$ cat src/sv/lwcc_pkg.sv
package lwcc_pkg;

    localparam int DEF_CHAIN_DEPTH = 1024;
    localparam int DEF_COORD_BITS  = 16;

    localparam int INDEX_BITS   = 10;
    localparam int SCAN_BITS    = INDEX_BITS + 1;
    localparam int NUM_POS      = 9;
    localparam int FIELD_BITS   = 16;
    localparam int S_TDATA_W    = 80;
    localparam int M_TDATA_W    = 8;
    localparam int MOVE_TABLE_W = 48;
    localparam int CONT_TABLE_W = 24;

    localparam logic OP_WRITE = 1'b0;
    localparam logic OP_CHECK = 1'b1;

    localparam logic CFG_MOVE_TABLE = 1'b0;
    localparam logic CFG_CONT_TABLE = 1'b1;

    localparam logic [1:0] LOOK_BEAD = 2'd0;
    localparam logic [1:0] LOOK_ONE  = 2'd1;

    localparam int FIRST_BACK_BEAD = 6;
    localparam int FIRST_BACK_ONE  = 5;
    localparam int FIRST_BACK_TWO  = 4;
    localparam int SCAN_STRIDE     = 2;

    typedef struct packed {
        logic signed [2:0] dx;
        logic signed [2:0] dy;
        logic signed [2:0] dz;
    } offset_t;

    function automatic logic signed [1:0] move_comp(
        input logic [MOVE_TABLE_W-1:0] tbl,
        input logic                    half,
        input logic [1:0]              mv,
        input int                      axis
    );
        int idx;
        idx = ((int'(half) * 4 + int'(mv)) * 3 + axis) * 2;
        return signed'(tbl[idx +: 2]);
    endfunction

    function automatic logic [1:0] next_move(
        input logic [CONT_TABLE_W-1:0] tbl,
        input logic [1:0]              last,
        input int                      t
    );
        int idx;
        idx = (int'(last) * 3 + t) * 2;
        return tbl[idx +: 2];
    endfunction

endpackage

$ cat src/sv/lwcc_match_unit.sv
module lwcc_match_unit
    import lwcc_pkg::*;
#(
    parameter int COORD_BITS = DEF_COORD_BITS
) (
    input  logic [3*COORD_BITS-1:0] head,
    input  logic [3*COORD_BITS-1:0] bead,
    input  offset_t                 offsets [NUM_POS],
    input  logic [NUM_POS-1:0]      pos_valid,
    output logic                    hit
);

    localparam int DW = COORD_BITS + 1;

    logic signed [DW-1:0] delta [3];
    logic [NUM_POS-1:0]   pos_hit;

    always_comb begin
        for (int a = 0; a < 3; a++) begin
            delta[a] = DW'(signed'(bead[a*COORD_BITS +: COORD_BITS]))
                     - DW'(signed'(head[a*COORD_BITS +: COORD_BITS]));
        end
        for (int k = 0; k < NUM_POS; k++) begin
            pos_hit[k] = pos_valid[k]
                       && (delta[0] == DW'(offsets[k].dx))
                       && (delta[1] == DW'(offsets[k].dy))
                       && (delta[2] == DW'(offsets[k].dz));
        end
    end

    assign hit = |pos_hit;

endmodule

$ cat config.mk
export PLATFORM = sky130hd
export DESIGN_NAME = lwcc_match_unit
export DESIGN_NICKNAME = d
export VERILOG_FILES = /design/src/sv/lwcc_pkg.sv /design/src/sv/lwcc_match_unit.sv
export SDC_FILE = /design/constraint.sdc
export NUM_CORES = 1
export LEC_CHECK = 0
export BUFFER_PORTS_ARGS = -buffer_cell sky130_fd_sc_hd__buf_4
export CORE_UTILIZATION = 52
export DETAILED_ROUTE_END_ITERATION = 10
export GPL_ROUTABILITY_DRIVEN = 0
export MAX_ROUTING_LAYER = met4
export PLACE_DENSITY = 0.92
export SETUP_SLACK_MARGIN = 0.15
export SYNTH_ARGS = -nofsm -noshare
export SYNTH_HDL_FRONTEND = slang
export SYNTH_SLANG_ARGS = --single-unit
$ cat constraint.sdc
create_clock -name vclk -period 5.42
set_input_delay 0.813 -clock vclk [all_inputs]
set_output_delay 0.813 -clock vclk [all_outputs]
set_load 0.01 [all_outputs]
==> summary.log, run 1 <==
INFO  detailed_routing route.antenna.remaining_nets=0
INFO  final_layout   layout-drive-gt1-share=25.7%
INFO  critical_path  crit_path_end_kind=output pin
INFO  timing         max_slew_margin=56.0%
INFO  pwr            total_power=679uW
INFO  critical_path  crit_family=compound AO/OA/AOI/OAI gates
INFO  place          place_inst=978
INFO  critical_path  crit_buf_inv=2
INFO  final_layout   area_growth_syn_to_layout=33.1%
INFO  detailed_routing drtIter0Drc=523
INFO  timing         final.setup.tns=0ps
INFO  detailed_routing routed-via-count=5951
INFO  die            coreArea=8720um2
INFO  detailed_routing drt_wl_total=15000um
INFO  detailed_routing drt_first_pass_iters=7
INFO  place          detailedPlacementHpwl=12600um
INFO  timing         grt_setup_unrepaired=false
INFO  clocking       number_of_buffers_added_to_fix_hold_violations_after_cts=0
INFO  synth          muxShareOfSynthArea=3.59%
INFO  detailed_routing routed_via_density=6.08
INFO  final_layout   final_common_cell=buf_4
INFO  final_layout   layoutNonFillerInstCount=979
INFO  outcome        status=complete, no violations
INFO  timing         setup-violations-final=0
INFO  synth          netlist_instances=699
INFO  die            fp.dieW=97.1um
INFO  run            cap_viol_max_count=0
INFO  grt            grt.total_usage=31.1%
INFO  timing         final_period_minus_worst_setup_slack=5100ps
INFO  die            die-height=97.1um
INFO  pwr            leakagePower=2.98nW
INFO  critical_path  criticalPathCategory=in -> out
INFO  pwr            power_per_cell_area=108nW/um2
INFO  critical_path  worst-endpoint-arrival=4290ps
INFO  place          io_buffer_count=187
INFO  grt            grt_pass1_wl=24600um
INFO  timing         slew_at_the_pin_with_the_worst_max_slew_slack=659ps
INFO  synth          synth.yosys.warnings=0
INFO  final_layout   layout.cells.most_common_list=198 x buf_4, 64 x inv_1, 51 x nand2_1
INFO  final_layout   antennaDiodeCount=0
INFO  critical_path  critical_path_peak_fanout=6
INFO  synth          yosys.area_share.adder=14.3%
INFO  grt            grt_remaining_overflow=0
INFO  die            floorplan.die_area=9430um2
INFO  critical_path  worst_path_largest_cell_delay=550ps
INFO  synth          synth_compound_area_share=31.7%
INFO  detailed_routing route.detailed.drc=0
INFO  synth          mappedNetlistNets=937
INFO  critical_path  required=4610ps
INFO  synth          post_synth_num_cell_types=68
INFO  pwr            vdd.ir_drop.worst=0.0000756V
INFO  synth          synthSimpleGateAreaFrac=27.8%
INFO  synth          post_synthesis_instance_area=4710um2
INFO  critical_path  worst_setup_path_start_kind=primary input
INFO  grt            grt_max_degree=16
INFO  timing         finalMaxSlewViolations=0
INFO  synth          postSynthAreaPerCell=6.73um2
INFO  die            initial_standard_cell_utilization_of_the_core=54.0%
INFO  grt            grt_antenna_before_repair=0
INFO  die            io_pins=187
INFO  critical_path  sequence_of_cells_on_the_critical_path=buf_4 > ha_1 > fa_1 > nand2b_1 > a21bo_2 > a21oi_1 > nand4_1 > a221o_1 > or4b_4 > nor4_1 > a21oi_1 > a2111oi_1 > nor4_1 > o2111ai_1 > buf_4
INFO  timing         final_hold_viol_count=0
INFO  final_layout   flops_and_latches=0
INFO  final_layout   final.clkbuf_count=0
INFO  critical_path  critPathSlowestCell=or4b_4
INFO  timing         final_min_period_over_clock_period=94.1%
INFO  final_layout   nNetsFinal=1111
INFO  timing         clock.fmax=196MHz
INFO  synth          dominant_combinational_cell_family_by_area_after_synthesis=compound AO/OA/AOI/OAI gates
INFO  die            rows=34
INFO  final_layout   seqCellArea=0um2
INFO  synth          synth-xor-area-share=15.1%
INFO  min_path       worst_hold_path_type=in -> out
INFO  detailed_routing wl_per_cell=15.3um
INFO  synth          yosysSeqAreaShare=0%
INFO  grt            grt_pass1_vias=5560
routing by layer:
| metal | up-vias | GRT usage, % | wire length [um] |
|---|---|---|---|
| li1 | 2944 | - | - |
| met1 | 2662 | 40.2 | 6260 |
| met2 | 313 | 53.6 | 7130 |
| met3 | 32 | 1.73 | 1290 |
| met4 | 0 | 6.66 | 345 |
| met5 | - | - | 0 |
worst min-delay path: stages:
cell       delay, ps
buf_4             80
o32a_1           120
o2111ai_1        110
buf_4            160
stage by stage:
step / setup slack, ps / util [%] / hold WS [ps] / cell area, um2
floorplan: 681 / - / 1880 / 4710
global placement: 341 / 71.2 / 2090 / 6210
detailed placement: 209 / 71.2 / 2090 / 6210
CTS: 189 / 71.2 / 2090 / 6210
global route: 152 / 71.8 / 2100 / 6260
finish: 320 / 71.8 / 2100 / 6260
cells in the mapped netlist, types with 4 or more instances:
cell type / instances / area [um2]
inv_1: 64 / 240
nand2_1: 51 / 191
ha_1: 49 / 613
nor2_1: 49 / 184
a21oi_1: 44 / 220
xnor2_1: 41 / 359
xor2_1: 40 / 350
nor3_1: 28 / 140
nand3_1: 27 / 135
o21ai_0: 26 / 130
a21o_1: 19 / 143
clkbuf_1: 19 / 71.3
nand4_1: 19 / 119
nor4_1: 18 / 113
o211ai_1: 14 / 105
nand2b_1: 13 / 81.3
o21a_1: 12 / 90.1
a211oi_1: 11 / 82.6
mux2i_1: 9 / 90.1
nor2b_1: 8 / 50.1
mux2_2: 7 / 78.8
o311ai_0: 7 / 61.3
a31oi_1: 6 / 37.5
buf_2: 6 / 30.0
o2111a_1: 6 / 67.6
o211a_1: 6 / 60.1
a22oi_1: 5 / 37.5
and2_1: 5 / 31.3
o22a_1: 5 / 43.8
o31ai_1: 5 / 37.5
a2111o_1: 4 / 45.0
a21boi_0: 4 / 30.0
and3_1: 4 / 25.0
o2111ai_1: 4 / 35.0
or2_2: 4 / 25.0
or4_1: 4 / 30.0
cell families (layout without fill, tap and decap cells):
logic type	after synthesis	in the layout
AOI/OAI and AO/OA	208	208
buffers and inverters	90	262
and+or+nand+nor	252	252
adders and majority gates	52	52
xor gates and xnor gates	81	81
muxes	16	16
timing repair:
item,in CTS,in global routing
buffers inserted,0,1
endpoints found under the setup margin,0,1
resized for setup,0,11
report_power, final:
part	switching, mW	internal, mW
registers	0	0
logic	0.363	0.316
clock network	0	0
area by class of cell:
type	count	area, um2
Fill cell	730	2460
Inverter	64	240
Timing Repair Buffer	198	1490
Tap cell	108	135
Multi-Input combinational cell	609	4400
final timing paths:
check	to	start	cells past startpoint
max	hit	head[32]	15
min	hit	offsets[62]	4
(Power assumes the default switching activity.)
==> inputs of run 2 (changes only) <==
RECOVER_POWER = 100   (was unset)
==> run 2 against run 1 <==
  * Worst hold slack got worse by 12 ps
  * Final area barely moved
  * Routed wire length about the same
  * Non-clock buffer count did not move
  * Total power about the same
  * Fmax fell by 0.40%
  * Final cell count unchanged
  * Global-route usage did not move
  * Count of clock-buffer cells in the layout is the same
  * Utilization about the same
==> summary.log, run 2 (synthesis results as in run 1) <==
INFO  timing         final_min_period_over_clock_period=94.5% [was 94.1%]
INFO  final_layout   final_common_cell=buf_4 [unchanged]
INFO  pwr            switching_power=363uW [about the same]
INFO  critical_path  required=4610ps [about the same]
INFO  final_layout   layout-drive-gt1-share=25.7% [unchanged]
INFO  final_layout   layout.cells.most_common_list=198 x buf_4, 64 x inv_1, 51 x nand2_1 [unchanged]
INFO  critical_path  sequence_of_cells_on_the_critical_path=buf_4 > ha_1 > fa_1 > nand2b_1 > a21bo_2 > a21oi_1 > nand4_1 > a221o_1 > or4b_4 > nor4_1 > a21oi_1 > a2111oi_0 > nor4_1 > o2111ai_1 > buf_4 [was buf_4 > ha_1 > fa_1 > nand2b_1 > a21bo_2 > a21oi_1 > nand4_1 > a221o_1 > or4b_4 > nor4_1 > a21oi_1 > a2111oi_1 > nor4_1 > o2111ai_1 > buf_4]
INFO  final_layout   final.clkbuf_count=0 [unchanged]
INFO  detailed_routing drt_wl_total=15000um [about the same]
INFO  timing         max_slew_margin=56.0% [about the same]
INFO  min_path       worst_hold_path_type=in -> out [unchanged]
INFO  critical_path  worst_path_largest_cell_delay=550ps [about the same]
INFO  place          dpl_worst_slack=209ps [unchanged]
INFO  detailed_routing wl_per_cell=15.3um [about the same]
INFO  pwr            power_per_cell_area=108nW/um2 [about the same]
INFO  critical_path  critPathSlowestCell=or4b_4 [unchanged]
INFO  pwr            power.share.combinational=100.0% [about the same]
INFO  pwr            share_clk_of_total_power=0% [about the same]
INFO  critical_path  criticalPathCategory=in -> out [unchanged]
INFO  run            cap_viol_max_count=0 [unchanged]
INFO  timing         finalMaxSlewViolations=0 [unchanged]
INFO  detailed_routing route.detailed.drc=0 [unchanged]
INFO  pwr            seq_power_share=0% [about the same]
INFO  pwr            leakagePower=2.98nW [about the same]
INFO  timing         final_period_minus_worst_setup_slack=5120ps [was 5100 ps]
INFO  pwr            switching_share=53.5% [about the same]
INFO  detailed_routing route.antenna.remaining_nets=0 [unchanged]
INFO  timing         final.setup.tns=0ps [unchanged]
INFO  pwr            cell_internal_pwr=316uW [about the same]
INFO  die            coreArea=8720um2 [unchanged]
INFO  final_layout   area_growth_syn_to_layout=33.1% [about the same]
INFO  timing         grt_setup_unrepaired=false [unchanged]
INFO  detailed_routing routed_via_density=6.04 [was 6.08]
INFO  die            floorplan.die_area=9430um2 [unchanged]
INFO  outcome        status=complete, no violations [unchanged]
INFO  grt            grt_pass1_wl=24600um [unchanged]
INFO  die            rows=34 [unchanged]
INFO  place          place_inst=978 [unchanged]
INFO  timing         slew_at_the_pin_with_the_worst_max_slew_slack=658ps [was 659 ps]
INFO  timing         setup_ws=300ps [was 320 ps]
INFO  detailed_routing drtIter0Drc=502 [was 523]
INFO  timing         setup-violations-final=0 [unchanged]
INFO  die            die-height=97.1um [unchanged]
INFO  pwr            vdd.ir_drop.worst=0.0000755V [was 0.0000756 V]
INFO  die            fp.dieW=97.1um [unchanged]
INFO  final_layout   fillCellCount=730 [unchanged]
INFO  detailed_routing drt_first_pass_iters=5 [was 7]
INFO  grt            grt_remaining_overflow=0 [unchanged]
INFO  critical_path  crit_buf_inv=2 [unchanged]
INFO  grt            grt_antenna_before_repair=0 [unchanged]
INFO  grt            grt.total_usage=31.1% [unchanged]
INFO  place          detailedPlacementHpwl=12600um [unchanged]
INFO  grt            grt_pass1_vias=5560 [unchanged]
INFO  final_layout   multi_input_comb_area=4400um2 [about the same]
INFO  critical_path  critical_path_peak_fanout=6 [unchanged]
INFO  critical_path  crit_family=compound AO/OA/AOI/OAI gates [unchanged]
INFO  critical_path  crit_path_end_kind=output pin [unchanged]
INFO  timing         hold-worst-slack=2090ps [was 2100 ps]
INFO  timing         final_hold_viol_count=0 [unchanged]
INFO  grt            grt_max_degree=16 [unchanged]
INFO  final_layout   layoutNonFillerInstCount=979 [unchanged]
INFO  clocking       number_of_buffers_added_to_fix_hold_violations_after_cts=0 [unchanged]
INFO  final_layout   stdcell_area=6260um2 [about the same]
INFO  final_layout   flops_and_latches=0 [unchanged]
INFO  critical_path  worst_setup_path_start_kind=primary input [unchanged]
INFO  timing         clock.fmax=195MHz [was 196 MHz]
INFO  place          io_buffer_count=187 [unchanged]
INFO  final_layout   nNetsFinal=1111 [unchanged]
INFO  detailed_routing routed-via-count=5913 [was 5951]
INFO  die            initial_standard_cell_utilization_of_the_core=54.0% [unchanged]
INFO  place          placed_cell_area=6210um2 [unchanged]
INFO  die            io_pins=187 [unchanged]
INFO  final_layout   antennaDiodeCount=0 [unchanged]
INFO  final_layout   seqCellArea=0um2 [unchanged]
INFO  critical_path  worst-endpoint-arrival=4310ps [was 4290 ps]
==> run 2: power by group through the flow <==
stage	Sequential [mW]	Clock [mW]	Combinational [mW]
floorplan	0	0	0.437
global placement	0	0	0.643
detailed placement	0	0	0.657
CTS	0	0	0.660
global route	0	0	0.744
finish	0	0	0.679
==> run 2: repair_timing <==
action	4_1_cts	5_1_grt
buffers inserted	0	1
resized for setup	0	11
setup endpoints to repair	0	1
hold endpoints to repair	0	0
==> run 2: per-stage QoR <==
| step | total power, mW | util (%) |
|---|---|---|
| after global placement | 0.643 | 71.2 |
| after CTS | 0.660 | 71.2 |
| final | 0.679 | 71.8 |
| after global routing | 0.744 | 71.8 |
| after floorplan | 0.437 | - |
| after detailed placement | 0.657 | 71.2 |
==> run 2: layout make-up <==
cell class | count | share of cell area, %
multi-input combinational | 609 | 70.3
timing repair buffer | 198 | 23.7
inverter | 64 | 3.84
tap | 108 | 2.16
==> run 2: path summary, 6_finish.rpt <==
path	slack, ps	to	depth (start not counted)	startpoint
max	300	hit	15	head[32]
min	2090	hit	4	offsets[62]
==> run 2: layer usage <==
layer / global-route usage (%) / vias to the layer above / share of wire [%]
met5: - / - / 0
met4: 6.66 / 0 / 2.2
met3: 1.73 / 28 / 8.3
met2: 53.6 / 291 / 48
met1: 40.2 / 2650 / 42
li1: - / 2944 / -
